===== config.mk =====
export PLATFORM = sky130hd
export DESIGN_NAME = mpgnm_front_flat
export DESIGN_NICKNAME = d
export VERILOG_FILES = /design/src/rtl/mpgnm_pkg.sv /design/src/rtl/mpgnm_req_if.sv /design/src/rtl/mpgnm_front.sv /design/src/flat_wrapper.sv
export SDC_FILE = /design/constraint.sdc
export NUM_CORES = 1
export LEC_CHECK = 0
export BUFFER_PORTS_ARGS = -buffer_cell sky130_fd_sc_hd__buf_2
export CORE_AREA = 2 2 41 43
export DETAILED_ROUTE_END_ITERATION = 10
export DIE_AREA = 0 0 43 45
export MAX_ROUTING_LAYER = met4
export PLACE_DENSITY = 0.77
export SKIP_LAST_GASP = 1
export SLEW_MARGIN = 30
export SYNTH_ARGS = -nofsm -noshare
export SYNTH_HDL_FRONTEND = slang
export SYNTH_SLANG_ARGS = --single-unit

===== constraint.sdc =====
create_clock -name vclk -period 2.9
set_input_delay 0.87 -clock vclk [all_inputs]
set_output_delay 0.87 -clock vclk [all_outputs]
set_load 0.01 [all_outputs]

===== src/rtl/mpgnm_pkg.sv =====
// Shared constants, types and a helper function of the pad grid note mapper.
package mpgnm_pkg;

  // Pad grid geometry
  localparam int PAD_COUNT = 32;
  localparam int PAD_IDX_W = $clog2(PAD_COUNT);
  localparam logic [6:0] PAD_BASE = 7'd68;
  localparam logic [6:0] PAD_END  = 7'(68 + PAD_COUNT - 1);
  localparam logic [PAD_IDX_W-1:0] PAD_LAST = PAD_IDX_W'(PAD_COUNT - 1);

  // Note mapping
  localparam logic signed [8:0] NOTE_BASE = 9'sd48;
  localparam logic signed [8:0] NOTE_MAX  = 9'sd127;
  localparam logic signed [3:0] OCT_MIN   = -4'sd5;
  localparam logic signed [3:0] OCT_MAX   = 4'sd5;
  localparam logic [3:0] ROOT_MAX   = 4'd11;
  localparam logic [3:0] PITCH_LAST = 4'd11;

  // MIDI message types (high nibble of the status byte) and controllers
  localparam logic [3:0] MIDI_NOTE_OFF = 4'h8;
  localparam logic [3:0] MIDI_NOTE_ON  = 4'h9;
  localparam logic [3:0] MIDI_CTRL     = 4'hB;
  localparam logic [6:0] CC_OCT_UP     = 7'd55;
  localparam logic [6:0] CC_OCT_DOWN   = 7'd54;

  // Packet bytes and colours
  localparam logic [7:0] HDR_NOTE       = 8'h29;
  localparam logic [7:0] HDR_LIGHT      = 8'h09;
  localparam logic [7:0] NOTE_ON_STATUS = 8'h90;
  localparam logic [6:0] COLOUR_HELD  = 7'd127;
  localparam logic [6:0] COLOUR_ROOT  = 7'd122;
  localparam logic [6:0] COLOUR_SCALE = 7'd36;
  localparam logic [6:0] COLOUR_OFF   = 7'd0;

  // Scale membership by pitch class, bit n set when interval n is in the scale.
  // Major: 0 2 4 5 7 9 11.  Natural minor: 0 2 3 5 7 8 10.
  localparam logic [11:0] MAJOR_MASK = 12'hAB5;
  localparam logic [11:0] MINOR_MASK = 12'h5AD;

  // Command queue between front and back
  localparam int CMD_FIFO_DEPTH = 2;

  // Configuration port
  localparam int CFG_IDX_W  = 1;
  localparam int CFG_DATA_W = 4;

  typedef enum logic [CFG_IDX_W-1:0] {
    CFG_ROOT_NOTE  = 1'b0,
    CFG_SCALE_MODE = 1'b1
  } cfg_reg_t;

  typedef enum logic [1:0] {
    REQ_PAD     = 2'd0,
    REQ_BUTTON  = 2'd1,
    REQ_LEDS    = 2'd2,
    REQ_SET_OCT = 2'd3
  } req_kind_t;

  typedef enum logic [1:0] {
    SCALE_MAJOR     = 2'd0,
    SCALE_MINOR     = 2'd1,
    SCALE_CHROMATIC = 2'd2
  } scale_t;

  typedef enum logic [1:0] {
    PKT_NONE  = 2'd0,
    PKT_NOTE  = 2'd1,
    PKT_LIGHT = 2'd2
  } pkt_kind_t;

  typedef enum logic [2:0] {
    OP_IGNORE  = 3'd0,
    OP_PAD_OFF = 3'd1,
    OP_PAD_ON  = 3'd2,
    OP_OCT_STEP = 3'd3,
    OP_SET_OCT = 3'd4,
    OP_LEDS    = 3'd5
  } cmd_op_t;

  // Classified request handed from front to back
  typedef struct packed {
    cmd_op_t               op;
    logic [PAD_IDX_W-1:0]  pad;
    logic [6:0]            velocity;
    logic [3:0]            channel;
    logic                  up;
    logic signed [3:0]     octave;
  } cmd_t;

  function automatic logic in_scale(scale_t mode, logic [3:0] rel);
    logic hit;
    hit = 1'b0;
    unique case (mode)
      SCALE_CHROMATIC: hit = 1'b1;
      SCALE_MINOR:     hit = (rel <= PITCH_LAST) ? MINOR_MASK[rel] : 1'b0;
      default:         hit = (rel <= PITCH_LAST) ? MAJOR_MASK[rel] : 1'b0;
    endcase
    return hit;
  endfunction

endpackage


===== src/rtl/mpgnm_req_if.sv =====
// Request channel: one MIDI or control request per word.
interface mpgnm_req_if;
  logic              valid;
  logic              ready;
  logic [1:0]        req_type;
  logic [7:0]        status_byte;
  logic [6:0]        data_one;
  logic [6:0]        data_two;
  logic [3:0]        midi_channel;
  logic signed [3:0] octave_value;

  modport source (output valid, req_type, status_byte, data_one, data_two,
                  midi_channel, octave_value, input ready);
  modport sink   (input valid, req_type, status_byte, data_one, data_two,
                  midi_channel, octave_value, output ready);
endinterface


===== src/rtl/mpgnm_front.sv =====
// Request front end: accepts request words and classifies them into commands.
module mpgnm_front
  import mpgnm_pkg::*;
(
  mpgnm_req_if.sink req,
  output logic      cmd_valid,
  input  logic      cmd_ready,
  output cmd_t      cmd
);

  logic [3:0]        msg_type;
  logic              on_grid;
  logic              is_off;
  logic              is_on;
  logic              is_step;
  logic signed [3:0] oct_clamped;

  assign req.ready = cmd_ready;
  assign cmd_valid = req.valid;

  // Decode the MIDI message
  always_comb begin
    msg_type = req.status_byte[7:4];
    on_grid  = (req.data_one >= PAD_BASE) && (req.data_one <= PAD_END);
    is_off   = (msg_type == MIDI_NOTE_OFF) ||
               ((msg_type == MIDI_NOTE_ON) && (req.data_two == 7'd0));
    is_on    = (msg_type == MIDI_NOTE_ON);
    is_step  = (msg_type == MIDI_CTRL) && (req.data_two != 7'd0) &&
               ((req.data_one == CC_OCT_UP) || (req.data_one == CC_OCT_DOWN));
    if (req.octave_value < OCT_MIN) begin
      oct_clamped = OCT_MIN;
    end else if (req.octave_value > OCT_MAX) begin
      oct_clamped = OCT_MAX;
    end else begin
      oct_clamped = req.octave_value;
    end
  end

  // Build the command word
  always_comb begin
    cmd.op       = OP_IGNORE;
    cmd.pad      = PAD_IDX_W'(req.data_one - PAD_BASE);
    cmd.velocity = req.data_two;
    cmd.channel  = req.midi_channel;
    cmd.up       = (req.data_one == CC_OCT_UP);
    cmd.octave   = oct_clamped;
    unique case (req.req_type)
      REQ_PAD: begin
        if (on_grid && is_off) begin
          cmd.op = OP_PAD_OFF;
        end else if (on_grid && is_on) begin
          cmd.op = OP_PAD_ON;
        end
      end
      REQ_BUTTON: begin
        if (is_step) begin
          cmd.op = OP_OCT_STEP;
        end
      end
      REQ_LEDS:    cmd.op = OP_LEDS;
      REQ_SET_OCT: cmd.op = OP_SET_OCT;
      default:     cmd.op = OP_IGNORE;
    endcase
  end

endmodule


===== src/flat_wrapper.sv =====
// flat-port wrapper written by rule: the top's interface ports become plain ports
module mpgnm_front_flat import mpgnm_pkg::*;
  (cmd_valid, cmd_ready, cmd, req_valid, req_req_type, req_status_byte, req_data_one, req_data_two, req_midi_channel, req_octave_value, req_ready);
  mpgnm_req_if req_i ();
  output logic cmd_valid;
  input  logic cmd_ready;
  output cmd_t cmd;
  input wire logic [$bits(req_i.valid)-1:0] req_valid;
  input wire logic [$bits(req_i.req_type)-1:0] req_req_type;
  input wire logic [$bits(req_i.status_byte)-1:0] req_status_byte;
  input wire logic [$bits(req_i.data_one)-1:0] req_data_one;
  input wire logic [$bits(req_i.data_two)-1:0] req_data_two;
  input wire logic [$bits(req_i.midi_channel)-1:0] req_midi_channel;
  input wire logic [$bits(req_i.octave_value)-1:0] req_octave_value;
  output wire logic [$bits(req_i.ready)-1:0] req_ready;
  assign req_i.valid = req_valid;
  assign req_i.req_type = req_req_type;
  assign req_i.status_byte = req_status_byte;
  assign req_i.data_one = req_data_one;
  assign req_i.data_two = req_data_two;
  assign req_i.midi_channel = req_midi_channel;
  assign req_i.octave_value = req_octave_value;
  assign req_ready = req_i.ready;
  mpgnm_front u_core (.req(req_i), .cmd_valid(cmd_valid), .cmd_ready(cmd_ready), .cmd(cmd));
endmodule

# == Word level (Yosys, flattened, before mapping) ==
# Cells that the tools add are included.
# classes
addsub,1
n_lt_le_gt_ge,4
eq_ne,8
muxes,6
reduce_logical,11
# ops
operator,count
== test 7 x 6 -> 1 bit (second input constant),2
== test 4 bit (second input constant),3
one-hot mux 3 bit (4 select lines),1
two-way mux 4 bit,2
greater-or-equal comparator 7 bit (second input constant),1
less-or-equal comparator 7 bit (second input constant),1
zero test 7 bit,1
nonzero test 7 bit,1
logical AND 1 bit,6
subtractor 5 x 3 -> 5 bit (second input constant),1
== test 2 bit (second input constant),2
> comparator 4 bit (second input constant),1
< comparator 4 bit (second input constant),1
two-way mux 2 bit,2
two-way mux 3 bit,1
== test 2 x 1 -> 1 bit (second input constant),1
zero test 2 bit,1
logical OR 1 bit,2
# totals
register_bits,0
inputBits,34
out_inout_bits,26
wordCells,30

# == Logic depth before layout (Yosys ltp) ==
# depth
depth_word,6
ltp_mapped,6

# == Least setup slack after synthesis ==
# Ideal clock, no wire load.
# synth_path
path_kind,input to output
start,input port req_data_two[2]
end,output port cmd[21] in the netlist's numbering
arrival_ns,2.115
t_required_ns,2.030
setup_slack_ns,-0.085
cell_stages,4
cell_sequence,or4_4 -> o41ai_4 -> nor4bb_1 -> a311o_1
# synth_lines
element,line,rtl
from (decl),flat_wrapper.sv:12,input wire logic [$bits(req_i.data_two)-1:0] req_data_two;
to (decl),flat_wrapper.sv:7,output cmd_t cmd;

==> results.sh <==
export IMPL_tightest_slew_ns=0.2969
export IMPL_setup_slack_ns=-0.2817
export IMPL_multi_input_area_sq_um=242.7
export IMPL_power_density_nw_per_um2=129.3
export IMPL_layout_common_cells="buf_2, buf_4, inv_1"
export IMPL_seq_area_sq_um=0
export IMPL_synth_seq_area_share_pct=0
export IMPL_ys_warn_count=0
export IMPL_p_sw_share_pct=48.58
export IMPL_maxCapViolCount=0
export IMPL_cts_hold_buf=0
export IMPL_final_common_cell="buf_2"
export IMPL_nClkBuffers=0
export IMPL_dp_cells=98
export IMPL_fin_nets=121
export IMPL_worstPathArrival_ns=2.31
export IMPL_p_comb_share_pct=100.0
export IMPL_dpl_hpwl_um=963.3
export IMPL_via_per_inst=4.347
export IMPL_grt_first_pass_wirelength_um=1324
export IMPL_p_leak_nw=0.3044
export IMPL_drtAntennaViolNets=0
export IMPL_maxSlewHeadroom_pct=79.92
export IMPL_routed_via_count=426
export IMPL_nFlopsAndLatches=0
export IMPL_p_total_mw=0.07087
export IMPL_syn2layout_area_growth_pct=46.00
export IMPL_path_class="input port to output pin"
export IMPL_finalSetupViolCount=2
export IMPL_io_pin_count=60
export IMPL_power_frac_seq_pct=0
export IMPL_grt_pass1_vias=357
export IMPL_row_count=14
export IMPL_die_w_um=43
export IMPL_cp_max_fo=3
export IMPL_syn_area_per_cell_sq_um=7.360
export IMPL_fmax_mhz=314.3
export IMPL_drc_errors=0
export IMPL_wl_per_cell_um=10.76
export IMPL_worstSetupStartpointType="input port"
export IMPL_final_layout_size_suffix_gt1_share_pct=64.63
export IMPL_power_frac_clock_pct=0
export IMPL_place_ws_ns=-0.2959
export IMPL_vdd_ir_drop_worst_v=0.00005694
export IMPL_wl_um=1054
export IMPL_syn_nets=88
export IMPL_n_antenna_cell=0
export IMPL_fin_setup_tns_ns=-0.4529
export IMPL_antenna_found_initial=0
export IMPL_p_int_mw=0.03644
export IMPL_fp_coreArea_sq_um=1471
export IMPL_track_usage_pct=8.621
export IMPL_cp_required_ns=2.03
export IMPL_p_switching_mw=0.03443
export IMPL_instances_no_fill=98
export IMPL_ys_types=22
export IMPL_globalplace_congestion=0.6925
export IMPL_dr_pass1_iters=4
export IMPL_status="complete, but fails checks"
export IMPL_overflow=0
export IMPL_period_share_pct=109.7
export IMPL_drv_slew=0
export IMPL_portBuffers=44
export IMPL_violations="setup timing"
export IMPL_worstSetupEndpointType="output pin"
export IMPL_die_h_um=45
export IMPL_whs_path_depth=0
export IMPL_hold_class="input port to output pin"
export IMPL_nFillCells=167
export IMPL_finalHoldViolCount=0
export IMPL_dieArea_sq_um=1935
export IMPL_rsz0062_at_grt="yes"
export IMPL_synthCells=51
export IMPL_fin_util_pct=37.24
export IMPL_fin_crit_ns=3.182
export IMPL_grt_max_degree=6
export IMPL_drt_initial_drc_count=3
export IMPL_synth_area_sq_um=375.4
export IMPL_start_util_pct=25.51
[area by class of cell]
cell class         instances  area share (%)
repair buffers            49           49.31
multi-input cells         29           44.29
well taps                 16           3.653
inverters                  4           2.740
[synthesized netlist by cell type, drive strengths merged]
master	instances	area, sq um
maj3	1	10.01
nor3b	3	22.52
a311o	1	10.01
or4	2	18.77
nor4bb	1	10.01
nor2b	2	12.51
buf	15	112.6
inv	4	15.01
a41oi	1	8.760
nand4b	2	17.52
nand3	1	5.000
nor3	1	5.000
ha	3	37.54
clkbuf	3	11.26
a21oi	1	5.000
o21ai	2	10.01
o41ai	1	27.53
nor2	2	7.510
nand2	3	11.26
a21o	1	8.760
xor2	1	8.760
[critical path, cell delays in order]
cell and delay (ns):
buf_6 0.09, or4_4 0.54, o41ai_4 0.28, nor4bb_2 0.11, a311o_1 0.28, buf_2 0.14
[cell families after synthesis]
| family | count (synthesis) | share of synthesized area [%] |
|---|---|---|
| xor+xnor | 1 | 2.334 |
| compound gates | 7 | 18.67 |
| buf+inv | 22 | 37.00 |
| fa+ha+maj | 4 | 12.67 |
| simple gates | 17 | 29.33 |
[metal layers]
layer  vias up  wire, um  track usage (%)
li1        224         -                -
met1       186       363            9.639
met2        14       602            17.27
met3         2        72           0.4000
met4         0        16            1.212
met5         -         0                -
[worst paths after layout]
kind | start | to | slack, ns
setup / recovery | req_data_two[2] | cmd[21] | -0.28
hold / removal | req_midi_channel[0] | cmd[5] | 1.74
[power groups by stage]
stage | combinational [mW] | clock, mW | sequential [mW]
floorplan | 0.0434 | 0 | 0
global placement | 0.0676 | 0 | 0
detailed placement | 0.0698 | 0 | 0
CTS | 0.0714 | 0 | 0
global route | 0.0768 | 0 | 0
finish | 0.0709 | 0 | 0
[stage by stage]
stage | cell area (sq um) | hold WS (ns)
floorplan | 375.4 | 1.803
global placement | 529.3 | 1.740
detailed placement | 529.3 | 1.740
CTS | 548.0 | 1.740
global route | 548.0 | 1.740
finish | 548.0 | 1.740
[repair_timing]
action | in CTS | in global routing
setup buffers | 0 | 0
pin swaps | 1 | 0
gates resized for setup | 3 | 0
setup endpoints to repair | 2 | 2
No activity file was read; power rests on OpenSTA's default activity.
