### src/rtl/mpgnm_pkg.sv
// Shared constants, types and a helper function of the pad grid note mapper.
package mpgnm_pkg;

  // Pad grid geometry
  localparam int PAD_COUNT = 32;
  localparam int PAD_IDX_W = $clog2(PAD_COUNT);
  localparam logic [6:0] PAD_BASE = 7'd68;
  localparam logic [6:0] PAD_END  = 7'(68 + PAD_COUNT - 1);
  localparam logic [PAD_IDX_W-1:0] PAD_LAST = PAD_IDX_W'(PAD_COUNT - 1);

  // Note mapping
  localparam logic signed [8:0] NOTE_BASE = 9'sd48;
  localparam logic signed [8:0] NOTE_MAX  = 9'sd127;
  localparam logic signed [3:0] OCT_MIN   = -4'sd5;
  localparam logic signed [3:0] OCT_MAX   = 4'sd5;
  localparam logic [3:0] ROOT_MAX   = 4'd11;
  localparam logic [3:0] PITCH_LAST = 4'd11;

  // MIDI message types (high nibble of the status byte) and controllers
  localparam logic [3:0] MIDI_NOTE_OFF = 4'h8;
  localparam logic [3:0] MIDI_NOTE_ON  = 4'h9;
  localparam logic [3:0] MIDI_CTRL     = 4'hB;
  localparam logic [6:0] CC_OCT_UP     = 7'd55;
  localparam logic [6:0] CC_OCT_DOWN   = 7'd54;

  // Packet bytes and colours
  localparam logic [7:0] HDR_NOTE       = 8'h29;
  localparam logic [7:0] HDR_LIGHT      = 8'h09;
  localparam logic [7:0] NOTE_ON_STATUS = 8'h90;
  localparam logic [6:0] COLOUR_HELD  = 7'd127;
  localparam logic [6:0] COLOUR_ROOT  = 7'd122;
  localparam logic [6:0] COLOUR_SCALE = 7'd36;
  localparam logic [6:0] COLOUR_OFF   = 7'd0;

  // Scale membership by pitch class, bit n set when interval n is in the scale.
  // Major: 0 2 4 5 7 9 11.  Natural minor: 0 2 3 5 7 8 10.
  localparam logic [11:0] MAJOR_MASK = 12'hAB5;
  localparam logic [11:0] MINOR_MASK = 12'h5AD;

  // Command queue between front and back
  localparam int CMD_FIFO_DEPTH = 2;

  // Configuration port
  localparam int CFG_IDX_W  = 1;
  localparam int CFG_DATA_W = 4;

  typedef enum logic [CFG_IDX_W-1:0] {
    CFG_ROOT_NOTE  = 1'b0,
    CFG_SCALE_MODE = 1'b1
  } cfg_reg_t;

  typedef enum logic [1:0] {
    REQ_PAD     = 2'd0,
    REQ_BUTTON  = 2'd1,
    REQ_LEDS    = 2'd2,
    REQ_SET_OCT = 2'd3
  } req_kind_t;

  typedef enum logic [1:0] {
    SCALE_MAJOR     = 2'd0,
    SCALE_MINOR     = 2'd1,
    SCALE_CHROMATIC = 2'd2
  } scale_t;

  typedef enum logic [1:0] {
    PKT_NONE  = 2'd0,
    PKT_NOTE  = 2'd1,
    PKT_LIGHT = 2'd2
  } pkt_kind_t;

  typedef enum logic [2:0] {
    OP_IGNORE  = 3'd0,
    OP_PAD_OFF = 3'd1,
    OP_PAD_ON  = 3'd2,
    OP_OCT_STEP = 3'd3,
    OP_SET_OCT = 3'd4,
    OP_LEDS    = 3'd5
  } cmd_op_t;

  // Classified request handed from front to back
  typedef struct packed {
    cmd_op_t               op;
    logic [PAD_IDX_W-1:0]  pad;
    logic [6:0]            velocity;
    logic [3:0]            channel;
    logic                  up;
    logic signed [3:0]     octave;
  } cmd_t;

  function automatic logic in_scale(scale_t mode, logic [3:0] rel);
    logic hit;
    hit = 1'b0;
    unique case (mode)
      SCALE_CHROMATIC: hit = 1'b1;
      SCALE_MINOR:     hit = (rel <= PITCH_LAST) ? MINOR_MASK[rel] : 1'b0;
      default:         hit = (rel <= PITCH_LAST) ? MAJOR_MASK[rel] : 1'b0;
    endcase
    return hit;
  endfunction

endpackage

### src/rtl/mpgnm_cmd_fifo.sv
// Short command queue decoupling the classifying front from the executing back.
module mpgnm_cmd_fifo
  import mpgnm_pkg::*;
(
  input  logic clk,
  input  logic rst,
  input  logic push_valid,
  output logic push_ready,
  input  cmd_t push_cmd,
  output logic pop_valid,
  input  logic pop_ready,
  output cmd_t pop_cmd
);

  localparam int PTR_W = (CMD_FIFO_DEPTH > 1) ? $clog2(CMD_FIFO_DEPTH) : 1;
  localparam int CNT_W = $clog2(CMD_FIFO_DEPTH + 1);
  localparam logic [PTR_W-1:0] PTR_LAST = PTR_W'(CMD_FIFO_DEPTH - 1);
  localparam logic [CNT_W-1:0] CNT_FULL = CNT_W'(CMD_FIFO_DEPTH);

  cmd_t             mem [CMD_FIFO_DEPTH];
  logic [PTR_W-1:0] wr_ptr;
  logic [PTR_W-1:0] rd_ptr;
  logic [CNT_W-1:0] count;
  logic             do_push;
  logic             do_pop;

  assign push_ready = (count != CNT_FULL);
  assign pop_valid  = (count != '0);
  assign pop_cmd    = mem[rd_ptr];
  assign do_push    = push_valid && push_ready;
  assign do_pop     = pop_valid && pop_ready;

  // Store incoming words
  always_ff @(posedge clk) begin
    if (do_push) begin
      mem[wr_ptr] <= push_cmd;
    end
  end

  // Advance pointers and occupancy
  always_ff @(posedge clk) begin
    if (rst) begin
      wr_ptr <= '0;
      rd_ptr <= '0;
      count  <= '0;
    end else begin
      if (do_push) begin
        wr_ptr <= (wr_ptr == PTR_LAST) ? '0 : wr_ptr + 1'b1;
      end
      if (do_pop) begin
        rd_ptr <= (rd_ptr == PTR_LAST) ? '0 : rd_ptr + 1'b1;
      end
      if (do_push && !do_pop) begin
        count <= count + 1'b1;
      end else if (do_pop && !do_push) begin
        count <= count - 1'b1;
      end
    end
  end

endmodule

### config.mk
export PLATFORM = sky130hd
export DESIGN_NAME = mpgnm_cmd_fifo
export DESIGN_NICKNAME = d
export VERILOG_FILES = /design/src/rtl/mpgnm_pkg.sv /design/src/rtl/mpgnm_cmd_fifo.sv
export SDC_FILE = /design/constraint.sdc
export NUM_CORES = 1
export LEC_CHECK = 0
export BUFFER_PORTS_ARGS = -buffer_cell sky130_fd_sc_hd__clkbuf_2
export CAP_MARGIN = 20
export CELL_PAD_IN_SITES_DETAIL_PLACEMENT = 1
export CELL_PAD_IN_SITES_GLOBAL_PLACEMENT = 1
export CORE_MARGIN = 2
export CORE_UTILIZATION = 45
export DETAILED_ROUTE_END_ITERATION = 12
export PLACE_DENSITY_LB_ADDON = 0.1
export SLEW_MARGIN = 20
export SYNTH_ARGS = -nofsm -noshare
export SYNTH_HDL_FRONTEND = slang
export SYNTH_SLANG_ARGS = --single-unit
### constraint.sdc
create_clock -name clk -period 3.63 [get_ports clk]
set_clock_uncertainty 0.05 [all_clocks]
set_input_delay 0.5445 -clock clk [delete_from_list [all_inputs] [get_ports clk]]
set_output_delay 0.5445 -clock clk [all_outputs]
set_load 0.01 [all_outputs]
# ---- Word-level counts from Yosys, hierarchy flattened
# Memory sizes are Yosys's and may differ from the RTL's. A register that Yosys moved wholly into a read port is not among the register bits.
# Index checks and enable logic that the tools add are counted.
dict set report word_totals {
  ff_bits 4
  ramBits 48
  in_bits 28
  out_inout_bits 26
  word_cells 25
  n_memories 1
}
# name words width read_ports rd_clocked_by_memory_dff wr line
set memory_table {}
lappend memory_table {mem 2 24 1 1 1 mpgnm_cmd_fifo.sv:20} ;# cmd_t mem [CMD_FIFO_DEPTH];
dict set report op_classes {
  n_addsub 4
  eq_ne 1
  muxes 8
  n_reduce_logical 8
}
# operator n
set op_table {}
lappend op_table {{$mux W1} 6}
lappend op_table {{$logic_and A1 B1 Y1} 4}
lappend op_table {{$mux W2} 2}
lappend op_table {{$reduce_bool A2 Y1} 2}
lappend op_table {{$add A1 B1 Y1 const B} 2}
lappend op_table {{$add A2 B1 Y2 const B} 1}
lappend op_table {{$logic_not A1 Y1} 2}
lappend op_table {{$ne A2 B2 Y1 const B} 1}
lappend op_table {{$sub A2 B1 Y2 const B} 1}

# ---- Longest topological paths before layout
dict set report logic_depth {
  depth_word 6
  mapped_depth 6
  mapped_depth_nobuf 6
}

# ---- Worst setup path after synthesis
# No wires, ideal clock.
dict set report synth_timing {
  path_type {flip-flop to flip-flop}
  startpoint {reg count[0]}
  endpoint {mem mem[1][0] (netlist name), enable pin}
  arrival_time_ns 1.291
  slack_ns 1.906
  path_stages_with_launch 3
  path_buffers 0
  path_cell_list {dfxtp_1 nand2b_1 and3_1}
}
dict set report synth_between {
  elab_chain_len 4
}
# element line
set synth_rtl {}
lappend synth_rtl {{start: declaration} mpgnm_cmd_fifo.sv:23} ;# logic [CNT_W-1:0] count;
lappend synth_rtl {{start signal: assignment} mpgnm_cmd_fifo.sv:54} ;# count <= count + 1'b1;
lappend synth_rtl {{start signal: assignment} mpgnm_cmd_fifo.sv:56} ;# count <= count - 1'b1;
lappend synth_rtl {{$ne A2 B2 Y1} mpgnm_cmd_fifo.sv:27} ;# assign push_ready = (count != CNT_FULL);
lappend synth_rtl {{net push_ready} mpgnm_cmd_fifo.sv:8} ;# output logic push_ready,
lappend synth_rtl {{$logic_and A1 B1 Y1} mpgnm_cmd_fifo.sv:30} ;# assign do_push = push_valid && push_ready;
lappend synth_rtl {{$mux W1} mpgnm_cmd_fifo.sv:35} ;# if (do_push) begin
lappend synth_rtl {{$mux W1 (implied by the code)} mpgnm_cmd_fifo.sv:36} ;# mem[wr_ptr] <= push_cmd;
lappend synth_rtl {{end: declaration} mpgnm_cmd_fifo.sv:20}
# The timed path passes the listed nets, and every way through them passes these cells.

==> flow_summary_export.csv <==
group,metric,value,unit
floorplan,die_area,4870,µm²
cells_and_area,fin_area,2350,µm²
floorplan,num_rows,23,
clock_tree,cts_setup_buffers,0,
floorplan,boundaryPins,54,
global_route,grt_start_max_net_pins,25,
cells_and_area,multiInputGateArea,390,µm²
outcome,status,"completed",
power,p_sw,458,µW
timing,post-route-min-period,2160,ps
power,max-vdd-ir-drop,0.316,mV
timing,max_freq,463,MHz
synthesis,yosysSeqAreaShare,0.791,
global_route,antenna_found_initial,0,
clock_tree,ctsHoldBuffers,0,
drt,wl,3.59,mm
synthesis,synthTopCellsByArea,"edfxtp_1, mux2_2, dfxtp_1, xor2_1, buf_2",
synthesis,yosysMostFrequentCell,"edfxtp_1",
synthesis,synth_edf_count,48,
clock_tree,cts.clk_slew.worst_paths,100,ps
drt,drt_iter0_drc,83,
synthesis,yosys.area_share.adder,0.00642,
synthesis,avgSynthCellArea,19.7,µm²
worst_hold_path,hold_path_depth,1,
critical_path,cp-end-kind,"output port",
cells_and_area,area_delta_synth_final,20.8,%
floorplan,initial_core_util,0.477,
timing,setup_slack,1470,ps
worst_hold_path,min_path_type,"input pin to register",
placement,placed_area,2260,µm²
power,powerDensity,661,nW/µm²
cells_and_area,area.sequential,1540,µm²
power,seq_power_share,0.535,
synthesis,synthMuxAreaShare,0.139,
synthesis,yosys_warnings,0,
synthesis,synth_cells,99,
clock_tree,clk_latency,300,ps
critical_path,worstPathArrival,1570,ps
critical_path,cpPeakStageDelay,710,ps
clock_tree,htreeDepth,2,
drt,vias,1038,
floorplan,die_width,69.8,µm
synthesis,synth_top_family_by_area,"multiplexers",
floorplan,die_h,69.8,µm
clock_tree,ctsResizeCount,0,
floorplan,coreArea,4090,µm²
cells_and_area,num-fill-cells,389,
power,p_int,1100,µW
drt,drc_errors,0,
global_route,grt_first_pass_wirelength,5.71,mm
critical_path,critPathRequiredTime,3040,ps
critical_path,slowest_stage,"dfxtp_2",
drt,wl_per_cell,17.3,µm
synthesis,ys.flop_type,"edfxtp_1",
power,p_clk_frac,0.214,
critical_path,worst_setup_path_start_kind,"register",
timing,post-route-period-util,0.596,
cells_and_area,antennaDiodeCount,0,
flow_run,cap_violations,0,
critical_path,ff2ff_path_depth,3,
timing,rsz0062_at_grt,"no",
placement,place_ws,1430,ps
timing,hold_viol,0,
synthesis,ys_types,17,
global_route,grt_overflow,0,
clock_tree,cts_made_buffers,5,
placement,hpwlAfterDp,2.47,mm
synthesis,synth-seq-cells,53,
critical_path,path_cells,"mux2_2 > clkbuf_2",
clock_tree,max-clock-path-buffers,2,
placement,port_buffers,53,
synthesis,synth-xor-area-share,0.0135,
global_route,grt_use_total,0.160,
timing,fin_setup_tns,0,ps
clock_tree,cts_tree,"yes",
power,comb_power_share,0.251,
drt,ant_nets,0,
synthesis,yosysTopAreaCell,"edfxtp_1",
power,p_sw_frac,0.294,
critical_path,crit_type,"register to output port",
cells_and_area,layout-drive-gt1-share,0.567,
timing,slew_violations,0,
global_route,grt_pass1_vias,1122,
critical_path,path_max_fanout,24,
drt,avgViaCountPerCell,5.01,
synthesis,async_flop_share,0,
placement,gp_congestion,0.681,
timing,setup_violations,0,
clock_tree,cts_root_buffer,"clkbuf_8",
synthesis,yosysTopAreaCellShare,0.739,
synthesis,synth_compound_area_frac,0.0154,
synthesis,netlist_area,1950,µm²
timing,max-slew-margin-rel,0.332,
clock_tree,cts.sinks,53,
synthesis,synthesis.nets,128,
power,power.leakage,0.000903,µW
synthesis,synth.top_cells.by_count,"edfxtp_1, mux2_2, dfxtp_1",
drt,first_pass_iters,4,
timing,tightest_slew,1000,ps
cells_and_area,fin_nets,185,
synthesis,synth_simple_gate_area_frac,0.0257,
cell type report:
class,instances,share of cell area
Clock inverter,3,0.00903
Timing Repair Buffer,53,0.113
Multi-Input combinational cell,42,0.166
Sequential cell,53,0.655
Tap cell,50,0.0266
Inverter,1,0.00159
Clock buffer,5,0.0292
cells in the final DEF, fill, tap and decap left out, types with 2 or more instances in the layout:
cell type and count:
a21oi_1 2, clkbuf_2 53, o21ai_0 2, dfxtp_1 4, mux2_2 24, edfxtp_1 48, clkbuf_8 5, nor2_1 3
xor2_1 3
per-layer routing:
metal,part of all wire,track usage,vias to the layer above
li1,-,-,490
met1,0.39,0.180,508
met2,0.54,0.275,33
met3,0.048,0.0509,7
met4,0.022,0.0726,0
met5,0,0,-
cell families after synthesis:
kind of cell,count (synthesis)
AND/OR/NAND/NOR,9
XOR/XNOR,3
adder cells (fa/ha/maj),1
flip-flops,53
AO/OA/AOI/OAI,5
multiplexers,24
buffers and inverters,4
power groups by stage:
stage               logic [µW]  registers, µW  clock network (µW)
detailed placement         397            848                   0
global placement           379            841                   0
finish                     391            833                 332
global route               428            850                 365
floorplan                  284            799                   0
CTS                        403            835                 345
critical path: cells and delay by family, from the launching register on:
| family | cells | cell delay [ps] |
|---|---|---|
| buffers and inverters | 1 | 130 |
| flip-flops | 1 | 710 |
| multiplexers | 1 | 420 |
stage by stage:
step           std cells  power (µW)   util  hold WS, ps
2_1_floorplan         99        1080      -          421
3_3_place_gp         199        1220  0.554          437
3_5_place_dp         199        1250  0.554          490
4_1_cts              207        1580  0.576          363
5_1_grt              207        1640  0.576          360
6_report             207        1560  0.576          377
state kept, by name, summed over array words and instances, names as in the netlist, named ones only:
| register | count |
|---|---|
| count | 2 |
| wr_ptr | 1 |
| mem | 48 |
| rd_ptr | 1 |
path summary, 6_finish.rpt:
path	startpoint	to	slack, ps
worst min-delay path	push_cmd[17]	mem[1][17]	380
worst max-delay path	register	pop_cmd[23]	1470
worst min register to register	rd_ptr	register	510
worst max register to register	count[0]	mem[0][13]	1710
Note: power is estimated with default switching activity, not from simulation.
