[src/rtl/mpgnm_pkg.sv]
// Shared constants, types and a helper function of the pad grid note mapper.
package mpgnm_pkg;

  // Pad grid geometry
  localparam int PAD_COUNT = 32;
  localparam int PAD_IDX_W = $clog2(PAD_COUNT);
  localparam logic [6:0] PAD_BASE = 7'd68;
  localparam logic [6:0] PAD_END  = 7'(68 + PAD_COUNT - 1);
  localparam logic [PAD_IDX_W-1:0] PAD_LAST = PAD_IDX_W'(PAD_COUNT - 1);

  // Note mapping
  localparam logic signed [8:0] NOTE_BASE = 9'sd48;
  localparam logic signed [8:0] NOTE_MAX  = 9'sd127;
  localparam logic signed [3:0] OCT_MIN   = -4'sd5;
  localparam logic signed [3:0] OCT_MAX   = 4'sd5;
  localparam logic [3:0] ROOT_MAX   = 4'd11;
  localparam logic [3:0] PITCH_LAST = 4'd11;

  // MIDI message types (high nibble of the status byte) and controllers
  localparam logic [3:0] MIDI_NOTE_OFF = 4'h8;
  localparam logic [3:0] MIDI_NOTE_ON  = 4'h9;
  localparam logic [3:0] MIDI_CTRL     = 4'hB;
  localparam logic [6:0] CC_OCT_UP     = 7'd55;
  localparam logic [6:0] CC_OCT_DOWN   = 7'd54;

  // Packet bytes and colours
  localparam logic [7:0] HDR_NOTE       = 8'h29;
  localparam logic [7:0] HDR_LIGHT      = 8'h09;
  localparam logic [7:0] NOTE_ON_STATUS = 8'h90;
  localparam logic [6:0] COLOUR_HELD  = 7'd127;
  localparam logic [6:0] COLOUR_ROOT  = 7'd122;
  localparam logic [6:0] COLOUR_SCALE = 7'd36;
  localparam logic [6:0] COLOUR_OFF   = 7'd0;

  // Scale membership by pitch class, bit n set when interval n is in the scale.
  // Major: 0 2 4 5 7 9 11.  Natural minor: 0 2 3 5 7 8 10.
  localparam logic [11:0] MAJOR_MASK = 12'hAB5;
  localparam logic [11:0] MINOR_MASK = 12'h5AD;

  // Command queue between front and back
  localparam int CMD_FIFO_DEPTH = 2;

  // Configuration port
  localparam int CFG_IDX_W  = 1;
  localparam int CFG_DATA_W = 4;

  typedef enum logic [CFG_IDX_W-1:0] {
    CFG_ROOT_NOTE  = 1'b0,
    CFG_SCALE_MODE = 1'b1
  } cfg_reg_t;

  typedef enum logic [1:0] {
    REQ_PAD     = 2'd0,
    REQ_BUTTON  = 2'd1,
    REQ_LEDS    = 2'd2,
    REQ_SET_OCT = 2'd3
  } req_kind_t;

  typedef enum logic [1:0] {
    SCALE_MAJOR     = 2'd0,
    SCALE_MINOR     = 2'd1,
    SCALE_CHROMATIC = 2'd2
  } scale_t;

  typedef enum logic [1:0] {
    PKT_NONE  = 2'd0,
    PKT_NOTE  = 2'd1,
    PKT_LIGHT = 2'd2
  } pkt_kind_t;

  typedef enum logic [2:0] {
    OP_IGNORE  = 3'd0,
    OP_PAD_OFF = 3'd1,
    OP_PAD_ON  = 3'd2,
    OP_OCT_STEP = 3'd3,
    OP_SET_OCT = 3'd4,
    OP_LEDS    = 3'd5
  } cmd_op_t;

  // Classified request handed from front to back
  typedef struct packed {
    cmd_op_t               op;
    logic [PAD_IDX_W-1:0]  pad;
    logic [6:0]            velocity;
    logic [3:0]            channel;
    logic                  up;
    logic signed [3:0]     octave;
  } cmd_t;

  function automatic logic in_scale(scale_t mode, logic [3:0] rel);
    logic hit;
    hit = 1'b0;
    unique case (mode)
      SCALE_CHROMATIC: hit = 1'b1;
      SCALE_MINOR:     hit = (rel <= PITCH_LAST) ? MINOR_MASK[rel] : 1'b0;
      default:         hit = (rel <= PITCH_LAST) ? MAJOR_MASK[rel] : 1'b0;
    endcase
    return hit;
  endfunction

endpackage

[src/rtl/mpgnm_rsp_if.sv]
// Result channel: one packet or status report per word.
interface mpgnm_rsp_if;
  logic              valid;
  logic              ready;
  logic [1:0]        packet_kind;
  logic              handled;
  logic [7:0]        pkt_byte0;
  logic [7:0]        pkt_byte1;
  logic [6:0]        pkt_byte2;
  logic [6:0]        pkt_byte3;
  logic signed [3:0] octave_now;
  logic              octave_changed;
  logic              last;

  modport source (output valid, packet_kind, handled, pkt_byte0, pkt_byte1, pkt_byte2,
                  pkt_byte3, octave_now, octave_changed, last, input ready);
  modport sink   (input valid, packet_kind, handled, pkt_byte0, pkt_byte1, pkt_byte2,
                  pkt_byte3, octave_now, octave_changed, last, output ready);
endinterface

[src/rtl/mpgnm_back.sv]
// Command back end: holds pad and octave state, builds packets, sweeps LED refreshes.
module mpgnm_back
  import mpgnm_pkg::*;
(
  input  logic        clk,
  input  logic        rst,
  input  logic        cmd_valid,
  output logic        cmd_ready,
  input  cmd_t        cmd,
  input  logic [3:0]  root_note,
  input  scale_t      scale_mode,
  mpgnm_rsp_if.source rsp
);

  typedef enum logic {
    ST_CMD,
    ST_LEDS
  } state_t;

  state_t                 state;
  logic [PAD_COUNT-1:0]   held_pads;
  logic signed [3:0]      octave;
  logic [PAD_IDX_W-1:0]   led_idx;
  logic [3:0]             led_rel;

  logic                   out_valid;
  pkt_kind_t              out_kind;
  logic                   out_handled;
  logic [7:0]             out_b0;
  logic [7:0]             out_b1;
  logic [6:0]             out_b2;
  logic [6:0]             out_b3;
  logic signed [3:0]      out_octave;
  logic                   out_changed;
  logic                   out_last;

  logic                   slot_free;
  logic                   take_cmd;
  logic                   emit_light;
  logic                   load_word;
  logic signed [8:0]      oct_ext;
  logic signed [8:0]      note_sum;
  logic [6:0]             note;
  logic signed [3:0]      oct_step;
  logic [6:0]             colour;

  pkt_kind_t              out_kind_next;
  logic                   out_handled_next;
  logic [7:0]             out_b0_next;
  logic [7:0]             out_b1_next;
  logic [6:0]             out_b2_next;
  logic [6:0]             out_b3_next;
  logic signed [3:0]      octave_next;
  logic                   out_changed_next;
  logic                   out_last_next;

  assign slot_free  = !out_valid || rsp.ready;
  assign cmd_ready  = (state == ST_CMD) && slot_free;
  assign take_cmd   = cmd_valid && cmd_ready;
  assign emit_light = (state == ST_LEDS) && slot_free;
  assign load_word  = (take_cmd && (cmd.op != OP_LEDS)) || emit_light;

  // Map pad to note: 48 + 12*octave + root + pad, clamped to 0..127
  always_comb begin
    oct_ext  = {{5{octave[3]}}, octave};
    note_sum = (oct_ext <<< 3) + (oct_ext <<< 2) + NOTE_BASE +
               $signed(9'(root_note)) + $signed(9'(cmd.pad));
    if (note_sum < 0) begin
      note = 7'd0;
    end else if (note_sum > NOTE_MAX) begin
      note = 7'd127;
    end else begin
      note = note_sum[6:0];
    end
  end

  // Step octave one place, held within its bounds
  always_comb begin
    if (cmd.up) begin
      oct_step = (octave >= OCT_MAX) ? OCT_MAX : octave + 4'sd1;
    end else begin
      oct_step = (octave <= OCT_MIN) ? OCT_MIN : octave - 4'sd1;
    end
  end

  // Colour of the pad under the sweep
  always_comb begin
    if (held_pads[led_idx]) begin
      colour = COLOUR_HELD;
    end else if (led_rel == 4'd0) begin
      colour = COLOUR_ROOT;
    end else if (in_scale(scale_mode, led_rel)) begin
      colour = COLOUR_SCALE;
    end else begin
      colour = COLOUR_OFF;
    end
  end

  // Build the next result word and octave
  always_comb begin
    out_kind_next    = PKT_NONE;
    out_handled_next = 1'b0;
    out_b0_next      = 8'd0;
    out_b1_next      = 8'd0;
    out_b2_next      = 7'd0;
    out_b3_next      = 7'd0;
    octave_next      = octave;
    out_changed_next = 1'b0;
    out_last_next    = 1'b1;
    if (state == ST_LEDS) begin
      out_kind_next    = PKT_LIGHT;
      out_handled_next = 1'b1;
      out_b0_next      = HDR_LIGHT;
      out_b1_next      = NOTE_ON_STATUS;
      out_b2_next      = PAD_BASE + 7'(led_idx);
      out_b3_next      = colour;
      out_last_next    = (led_idx == PAD_LAST);
    end else begin
      unique case (cmd.op)
        OP_PAD_OFF: begin
          out_handled_next = 1'b1;
        end
        OP_PAD_ON: begin
          out_kind_next    = PKT_NOTE;
          out_handled_next = 1'b1;
          out_b0_next      = HDR_NOTE;
          out_b1_next      = NOTE_ON_STATUS | {4'd0, cmd.channel};
          out_b2_next      = note;
          out_b3_next      = cmd.velocity;
        end
        OP_OCT_STEP: begin
          octave_next      = oct_step;
          out_handled_next = 1'b1;
          out_changed_next = 1'b1;
        end
        OP_SET_OCT: begin
          octave_next      = cmd.octave;
          out_handled_next = 1'b1;
        end
        default: ;
      endcase
    end
  end

  // Execute commands and hold the result word
  always_ff @(posedge clk) begin
    if (rst) begin
      state     <= ST_CMD;
      out_valid <= 1'b0;
      held_pads <= '0;
      octave    <= '0;
      led_idx   <= '0;
      led_rel   <= '0;
    end else begin
      // Raise a new word or drop the one just taken
      if (load_word) begin
        out_valid <= 1'b1;
      end else if (rsp.ready) begin
        out_valid <= 1'b0;
      end
      if (load_word) begin
        out_kind    <= out_kind_next;
        out_handled <= out_handled_next;
        out_b0      <= out_b0_next;
        out_b1      <= out_b1_next;
        out_b2      <= out_b2_next;
        out_b3      <= out_b3_next;
        out_octave  <= octave_next;
        out_changed <= out_changed_next;
        out_last    <= out_last_next;
      end
      // Update pad and octave state
      if (take_cmd) begin
        octave <= octave_next;
        if (cmd.op == OP_PAD_OFF) begin
          held_pads[cmd.pad] <= 1'b0;
        end else if (cmd.op == OP_PAD_ON) begin
          held_pads[cmd.pad] <= 1'b1;
        end
      end
      unique case (state)
        ST_CMD: begin
          if (take_cmd && (cmd.op == OP_LEDS)) begin
            state   <= ST_LEDS;
            led_idx <= '0;
            led_rel <= '0;
          end
        end
        ST_LEDS: begin
          if (slot_free) begin
            led_rel <= (led_rel == PITCH_LAST) ? 4'd0 : led_rel + 4'd1;
            if (led_idx == PAD_LAST) begin
              state <= ST_CMD;
            end else begin
              led_idx <= led_idx + 1'b1;
            end
          end
        end
        default: state <= ST_CMD;
      endcase
    end
  end

  // Drive the result channel
  assign rsp.valid          = out_valid;
  assign rsp.packet_kind    = out_kind;
  assign rsp.handled        = out_handled;
  assign rsp.pkt_byte0      = out_b0;
  assign rsp.pkt_byte1      = out_b1;
  assign rsp.pkt_byte2      = out_b2;
  assign rsp.pkt_byte3      = out_b3;
  assign rsp.octave_now     = out_octave;
  assign rsp.octave_changed = out_changed;
  assign rsp.last           = out_last;

endmodule

[src/flat_wrapper.sv]
// flat-port wrapper written by rule: the top's interface ports become plain ports
module mpgnm_back_flat import mpgnm_pkg::*;
  (clk, rst, cmd_valid, cmd_ready, cmd, root_note, scale_mode, rsp_valid, rsp_packet_kind, rsp_handled, rsp_pkt_byte0, rsp_pkt_byte1, rsp_pkt_byte2, rsp_pkt_byte3, rsp_octave_now, rsp_octave_changed, rsp_last, rsp_ready);
  mpgnm_rsp_if rsp_i ();
  input  logic clk;
  input  logic rst;
  input  logic cmd_valid;
  output logic cmd_ready;
  input  cmd_t cmd;
  input  logic [3:0] root_note;
  input  scale_t scale_mode;
  output wire logic [$bits(rsp_i.valid)-1:0] rsp_valid;
  output wire logic [$bits(rsp_i.packet_kind)-1:0] rsp_packet_kind;
  output wire logic [$bits(rsp_i.handled)-1:0] rsp_handled;
  output wire logic [$bits(rsp_i.pkt_byte0)-1:0] rsp_pkt_byte0;
  output wire logic [$bits(rsp_i.pkt_byte1)-1:0] rsp_pkt_byte1;
  output wire logic [$bits(rsp_i.pkt_byte2)-1:0] rsp_pkt_byte2;
  output wire logic [$bits(rsp_i.pkt_byte3)-1:0] rsp_pkt_byte3;
  output wire logic [$bits(rsp_i.octave_now)-1:0] rsp_octave_now;
  output wire logic [$bits(rsp_i.octave_changed)-1:0] rsp_octave_changed;
  output wire logic [$bits(rsp_i.last)-1:0] rsp_last;
  input wire logic [$bits(rsp_i.ready)-1:0] rsp_ready;
  assign rsp_valid = rsp_i.valid;
  assign rsp_packet_kind = rsp_i.packet_kind;
  assign rsp_handled = rsp_i.handled;
  assign rsp_pkt_byte0 = rsp_i.pkt_byte0;
  assign rsp_pkt_byte1 = rsp_i.pkt_byte1;
  assign rsp_pkt_byte2 = rsp_i.pkt_byte2;
  assign rsp_pkt_byte3 = rsp_i.pkt_byte3;
  assign rsp_octave_now = rsp_i.octave_now;
  assign rsp_octave_changed = rsp_i.octave_changed;
  assign rsp_last = rsp_i.last;
  assign rsp_i.ready = rsp_ready;
  mpgnm_back u_core (.clk(clk), .rst(rst), .cmd_valid(cmd_valid), .cmd_ready(cmd_ready), .cmd(cmd), .root_note(root_note), .scale_mode(scale_mode), .rsp(rsp_i));
endmodule
[config.mk]
export PLATFORM = sky130hd
export DESIGN_NAME = mpgnm_back_flat
export DESIGN_NICKNAME = d
export VERILOG_FILES = /design/src/rtl/mpgnm_pkg.sv /design/src/rtl/mpgnm_rsp_if.sv /design/src/rtl/mpgnm_back.sv /design/src/flat_wrapper.sv
export SDC_FILE = /design/constraint.sdc
export NUM_CORES = 1
export LEC_CHECK = 0
export BUFFER_PORTS_ARGS = -buffer_cell sky130_fd_sc_hd__buf_2
export CORE_ASPECT_RATIO = 1.1
export CORE_MARGIN = 2
export CORE_UTILIZATION = 51
export CTS_BUF_LIST = sky130_fd_sc_hd__clkbuf_8
export DETAILED_ROUTE_END_ITERATION = 10
export PLACE_DENSITY = 0.76
export SYNTH_ARGS = -nofsm -noshare
export SYNTH_HDL_FRONTEND = slang
export SYNTH_SLANG_ARGS = --single-unit
export TNS_END_PERCENT = 5
[constraint.sdc]
create_clock -name clk -period 3 [get_ports clk]
set_clock_uncertainty 0.2 [all_clocks]
set_input_delay 0.6 -clock clk [delete_from_list [all_inputs] [get_ports clk]]
set_output_delay 0.6 -clock clk [all_outputs]
set_load 0.05 [all_outputs]
== Word-level counts from Yosys, hierarchy flattened ==
Memory sizes are Yosys's and may differ from the RTL's. A register that Yosys moved wholly into a read port is not among the register bits.
Index checks and enable logic that the tools add are counted.

* Word-level logic and storage cells: 123
* Flip-flop bits (word level): 86
* Bits in read-only memories: 32
* Memories kept: 2
* Bits in latches: 0
* Bits in writable memories: 0

{| class="wikitable"
|+ Memories
! name !! words !! bits a word !! read ports !! clocked after Yosys merged registers in !! write ports !! RTL line !! text
|-
| (name not given) || 16 || 1 || 1 || 1 || 0 || mpgnm_pkg.sv:96 || <nowiki>default: hit = (rel <= PITCH_LAST) ? MAJOR_MASK[rel] : 1'b0;</nowiki>
|-
| (name not given) || 16 || 1 || 1 || 1 || 0 || mpgnm_pkg.sv:95 || <nowiki>SCALE_MINOR: hit = (rel <= PITCH_LAST) ? MINOR_MASK[rel] : 1'b0;</nowiki>
|}

* Bitwise operators: 6
* Order comparisons: 9
* $add $sub $neg: 9
* Multiplexer cells: 50
* Reductions and logical operators: 18
* Divide/modulo/power cells: 0
* Equality and inequality tests: 13
* Shift operators: 0
* $mul: 0

{| class="wikitable"
|+ Operators with widths
! cell !! number
|-
| two-way mux 32 bit || 2
|-
| two-way mux 7 bit || 8
|-
| two-way mux 4 bit || 11
|-
| AND 32 bit || 1
|-
| NOT 32 bit || 1
|-
| bitwise OR 32 bit || 1
|-
| two-way mux 1 bit || 16
|-
| one-hot mux 4 bit (2 select lines) || 2
|-
| two-way mux 5 bit || 3
|-
| less-than comparator 5 x 6 -> 1 bit, second input constant || 2
|-
| two-way mux 6 bit || 2
|-
| one-hot mux 5 bit (2 select lines) || 1
|-
| adder 9 x 5 -> 9 bit || 1
|-
| adder 9 x 6 -> 9 bit || 1
|-
| adder 9 x 7 -> 9 bit, second input constant || 1
|-
| > comparator 9 x 8 -> 1 bit, second input constant || 1
|-
| less-than comparator 9 x 1 -> 1 bit, second input constant || 1
|-
| adder 7 x 6 -> 8 bit || 1
|-
| <= comparator 4 bit, second input constant || 2
|-
| two-way mux 8 bit || 1
|-
| adder 7 x 5 -> 7 bit, first input constant || 1
|-
| == test 3 x 2 -> 1 bit, second input constant || 2
|-
| == test 3 bit, second input constant || 2
|-
| logical AND 1 bit || 6
|-
| 26 further kinds || 35
|}

== Logic depth before layout (Yosys ltp) ==
* Depth in word-level cells: 10
* Gate-level depth with buffers: 10

== Worst setup path after synthesis ==
No wires, ideal clock.

* Kind: register -> register
* Start point: register u_core.octave[0]
* End point: register u_core.out_b2[5], in the netlist u_core.rsp.pkt_byte2[5], data pin
* Path buffers: 0
* Slack: -0.086 ns
* Arrival: 2.609 ns
* Stages on the path, launching flop included: 11
* Cells stage by stage: dfxtp_1 > ha_1 > fa_1 > inv_1 > ha_1 > inv_1 > ha_1 > a21oi_1 > o31ai_1 > xnor2_1 > a31oi_1

* Longest elaborated chain between the ends: 9

{| class="wikitable"
|+ RTL lines
! element !! RTL line !! text
|-
| from (decl) || mpgnm_back.sv:22 || <nowiki>logic signed [3:0] octave;</nowiki>
|-
| from (signal assigned) || mpgnm_back.sv:174 || <nowiki>octave <= octave_next;</nowiki>
|-
| adder 7 x 6 -> 8 bit * || mpgnm_back.sv:66 || <nowiki>note_sum = (oct_ext <<< 3) + (oct_ext <<< 2) + NOTE_BASE +</nowiki>
|-
| adder 9 x 7 -> 9 bit * || mpgnm_back.sv:66 ||
|-
| adder 9 x 5 -> 9 bit * || mpgnm_back.sv:66 ||
|-
| adder 9 x 6 -> 9 bit * || mpgnm_back.sv:67 || <nowiki>$signed(9'(root_note)) + $signed(9'(cmd.pad));</nowiki>
|-
| > comparator 9 x 8 -> 1 bit || mpgnm_back.sv:70 || <nowiki>end else if (note_sum > NOTE_MAX) begin</nowiki>
|-
| two-way mux 7 bit || mpgnm_back.sv:70 ||
|-
| two-way mux 7 bit * || mpgnm_back.sv:68 || <nowiki>if (note_sum < 0) begin</nowiki>
|-
| two-way mux 7 bit * || mpgnm_back.sv:119 || <nowiki>unique case (cmd.op)</nowiki>
|-
| two-way mux 7 bit * || mpgnm_back.sv:110 || <nowiki>if (state == ST_LEDS) begin</nowiki>
|-
| via u_core.out_b2_next[5] || mpgnm_back.sv:51 || <nowiki>logic [6:0] out_b2_next;</nowiki>
|-
| to (signal assigned) || mpgnm_back.sv:166 || <nowiki>out_b2 <= out_b2_next;</nowiki>
|-
| to (decl) || mpgnm_back.sv:31 || <nowiki>logic [6:0] out_b2;</nowiki>
|}

The timed path passes the listed nets; every way through them passes the cells marked *.
A chain may end at the register's enable or synchronous reset.

== Final worst setup path ==
* Start point: register u_core.octave[1]
* End point: register u_core.out_b2[6], in the netlist u_core.rsp.pkt_byte2[6], data pin

* Longest elaborated chain between the ends: 9

{| class="wikitable"
|+ RTL lines
! element !! RTL line
|-
| adder 7 x 6 -> 8 bit * || mpgnm_back.sv:66
|-
| adder 9 x 7 -> 9 bit * || mpgnm_back.sv:66
|-
| adder 9 x 5 -> 9 bit * || mpgnm_back.sv:66
|-
| adder 9 x 6 -> 9 bit * || mpgnm_back.sv:67
|-
| > comparator 9 x 8 -> 1 bit || mpgnm_back.sv:70
|-
| two-way mux 7 bit || mpgnm_back.sv:70
|-
| two-way mux 7 bit * || mpgnm_back.sv:68
|-
| two-way mux 7 bit * || mpgnm_back.sv:119
|-
| two-way mux 7 bit * || mpgnm_back.sv:110
|}

Every way passes the cells marked *; elsewhere a longest branch is shown, timed or not.

==> out/qor.csv <==
stage,metric,value,unit
critical_path,Worst R2R Start,u_core.octave[1]$_SDFFE_PP0P_,
pwr,power per cell area,484,nW/µm²
clock_network,H-tree depth,3,
floorplanning,Initial Utilization,0.518,
pwr,Worst VDD drop,0.305,mV
global_route,met1 GRT Util,0.293,
hold_path,hold_sp,cmd_valid,
critical_path,Most Frequent Cell on Critical Path,ha_4,
placed_design,gpl congestion,0.910,
routing,final wirelength,11.1,mm
sta,setup_tns,0,ps
cells_and_area,layout cell share with drive strength beyond 1,0.298,
pwr,Reg power frac,0.430,
logic_synthesis,sequential area share after synthesis,0.402,
critical_path,largest fanout on the critical path,4,
sta,worst-margin pin slew,596,ps
sta,Final min period,2980,ps
cells_and_area,layout overhead on the synthesized area,20.3,%
routing,DRT iter0 DRCs,256,
clock_network,cts bufs inserted,9,
clock_network,CTS tree,built,
logic_synthesis,Netlist Area Pre-Place,4530,µm²
logic_synthesis,Post-synth EDFFs,28,
logic_synthesis,average size of a mapped cell,9.95,µm²
critical_path,Crit Path Class,flop to flop,
hold_path,Min-Delay Path Class,primary input to flop,
critical_path,sequence of cells on the critical path,inv_2 > ha_4 > fa_1 > ha_4 > a21o_1 > o211ai_1 > buf_4 > nand2_1 > xnor2_2 > a31oi_4,
critical_path,kind of end point of the critical path,flop,
clock_network,clock latency on the worst-skew pair,360,ps
routing,vias per inst,5.99,
critical_path,WP data required,2890,ps
clock_network,clock-pin slew on the worst setup and hold paths,80,ps
routing,DR pass1 iterations,5,
critical_path,Slowest cell on crit path,fa_1,
routing,Post-route DRC,0,
clock_network,Max Root-Sink Buffers,2,
floorplanning,Die Wd,93.8,µm
sta,max-slew violations,0,
pwr,internal power,1820,µW
global_route,grt ovf,0,
cells_and_area,Post-Layout Cell Count,647,
clock_network,CTS sink cnt,77,
logic_synthesis,synthesis warning total,0,
cells_and_area,nets,589,
floorplanning,core area,8740,µm²
cells_and_area,most frequent cells in the layout,"buf_2 (67), dfxtp_1 (47), o211ai_1 (42), o31ai_1 (34), buf_4 (29)",
cells_and_area,Finished Cell Area,5450,µm²
sta,WHS,308,ps
critical_path,R2R Setup Slk,20,ps
sta,Final period util,0.995,
global_route,largest net degree at the start of global routing,33,
global_route,Total GRT Usage,0.228,
global_route,first-pass GRT wire length,17.4,mm
routing,ANT nets after route,0,
logic_synthesis,commonest register cell after synthesis,dfxtp_1,
critical_path,critical path launch point type,flop,
pwr,Sw Ratio,0.309,
pwr,Clk pwr share,0.327,
placed_design,hpwl dp,7.87,mm
routing,routed len/inst,17.1,µm
logic_synthesis,Synth Register Bits,77,
clock_network,Post-CTS Hold Buffers,0,
sta,fmax,335,MHz
cells_and_area,"most common cell after layout, fill and taps aside",buf_2,
critical_path,FF-to-FF path depth,10,
cells_and_area,# fillers,710,
cells_and_area,antenna diode count,0,
logic_synthesis,asr flop ratio synth,0,
logic_synthesis,Cells after Synth,455,
critical_path,CP arrival,2880,ps
placed_design,# port buffers,67,
global_route,GRT met2 Usage,0.379,
pwr,Logic pwr share,0.243,
flow_run,max cap viols,0,
global_route,initial antenna violation count,0,
logic_synthesis,synth unique cells,66,
floorplanning,row count,36,
global_route,GRT busiest layer,met2,
critical_path,reg-to-reg endpoint,u_core.rsp.pkt_byte2[6]$_SDFFCE_PP1P_,
floorplanning,Die Ht,103,µm
critical_path,Crit path largest cell delay,560,ps
global_route,vias in the first global route,3626,
routing,DR vias,3875,
pwr,NetSw,815,µW
run_status,status,completed,
pwr,Pleak,0.00213,µW
sta,Rel. slew slack,0.602,
placed_design,# placed instances,627,
placed_design,Placed Area,5030,µm²
hold_path,WHS Path Cells,3,
floorplanning,IO Count,75,
clock_network,root buffer cell,clkbuf_8,
global_route,met3 GRT Util,0.0380,
hold_path,hold-critical path endpoint,u_core.rsp.valid$_SDFFE_PP0P_,
sta,count of final setup violators,0,
floorplanning,Die ar.,9650,µm²
sta,count of final hold-check violations,0,
[critical path: cells and delay by family (launching register included)]
family	cells	cell delay (ps)
compound gates	3	550
flops	1	380
simple gates	1	80
buf+inv	2	220
fa+ha+maj	3	1030
xor+xnor	1	260
[area by class of cell]
cell class / count / area, µm² / area share
flip-flops and latches: 77 / 1830 / 0.336
multi-input cells: 323 / 2630 / 0.483
clock inverters: 7 / 88.8 / 0.0163
clock buffers: 9 / 124 / 0.0227
inverters: 21 / 78.8 / 0.0145
repair buffers: 96 / 553 / 0.102
well taps: 114 / 143 / 0.0262
[cell families (layout without fill, tap and decap cells)]
group	count (synthesis)	in the layout	synth area share
AO/OA/AOI/OAI	160	160	0.251
adder cells (fa/ha/maj)	27	27	0.0813
XOR/XNOR	12	12	0.0263
multiplexers	12	12	0.0489
buffers and inverters	61	133	0.0611
AND/OR/NAND/NOR	105	105	0.128
other	1	7	0.000828
flip-flops	77	77	0.402
[worst max path at each step]
| stage | startpoint | to | slack [ps] | cells past startpoint |
|---|---|---|---|---|
| after floorplan | u_core.octave[1]$_SDFFE_PP0P_ | u_core.rsp.pkt_byte2[5]$_DFFE_PP_ | -40 | 9 |
| after global placement | cmd[18] | u_core.rsp.pkt_byte2[6]$_SDFFCE_PP1P_ | -60 | 9 |
| after detailed placement | cmd[18] | u_core.rsp.pkt_byte2[6]$_SDFFCE_PP1P_ | -170 | 9 |
| after CTS | u_core.octave[1]$_SDFFE_PP0P_ | u_core.rsp.pkt_byte2[6]$_SDFFCE_PP1P_ | 10 | 10 |
| after global routing | u_core.octave[1]$_SDFFE_PP0P_ | u_core.rsp.pkt_byte2[6]$_SDFFCE_PP1P_ | -60 | 10 |
| final | u_core.octave[1]$_SDFFE_PP0P_ | u_core.rsp.pkt_byte2[6]$_SDFFCE_PP1P_ | 20 | 10 |
[repair_timing]
item,4_1_cts,5_1_grt
gates resized for setup,2,30
buffers inserted,2,2
endpoints found under the setup margin,7,7
pin swaps,4,9
[routing by layer]
metal	part of all wire	vias to the layer above	routed length, µm
met3	0.074	26	824
met5	0	-	0
li1	-	1872	-
met2	0.49	172	5440
met4	0.024	0	267
met1	0.41	1805	4560
[per-stage QoR]
stage               setup slack [ps]   util  total power (µW)
floorplan                      -36.9      -              1550
global placement               -58.3  0.575              1680
detailed placement              -166  0.575              1690
CTS                             13.9  0.603              2560
global route                   -56.9  0.623              2740
finish                          15.3  0.623              2640
[power by group through the flow]
| stage | registers (µW) | logic (µW) | clock network, µW |
|---|---|---|---|
| finish | 1130 | 641 | 862 |
| global route | 1140 | 689 | 916 |
| global placement | 1160 | 521 | 0 |
| detailed placement | 1160 | 535 | 0 |
| CTS | 1130 | 551 | 873 |
| floorplan | 1240 | 311 | 0 |
[cell usage after synthesis (2+ instances only)]
cell type,number,area share
and2_1,9,0.012
a22oi_1,9,0.015
dfxtp_1,49,0.22
a21oi_1,25,0.028
nor3b_1,3,0.0050
o22ai_1,2,0.0028
mux4_2,8,0.040
edfxtp_1,28,0.19
xnor2_1,6,0.012
mux2i_1,3,0.0066
nand3b_1,6,0.0099
ha_1,23,0.064
fa_1,4,0.018
nor2_1,18,0.015
o211ai_1,42,0.070
a211oi_1,4,0.0066
nor3_1,6,0.0066
a311oi_1,3,0.0058
o31ai_1,35,0.058
nand2b_1,7,0.0097
buf_2,5,0.0055
xor2_1,5,0.0097
buf_1,3,0.0025
a31oi_1,5,0.0069
buf_4,11,0.018
or2_2,2,0.0028
nand4_1,3,0.0041
nand4b_1,2,0.0039
nand2_1,25,0.021
a21o_1,4,0.0066
and3_1,4,0.0055
nand3_1,9,0.0099
o21ai_0,11,0.012
inv_1,21,0.017
or3_1,4,0.0055
clkbuf_1,21,0.017
(Power assumes the default switching activity.)
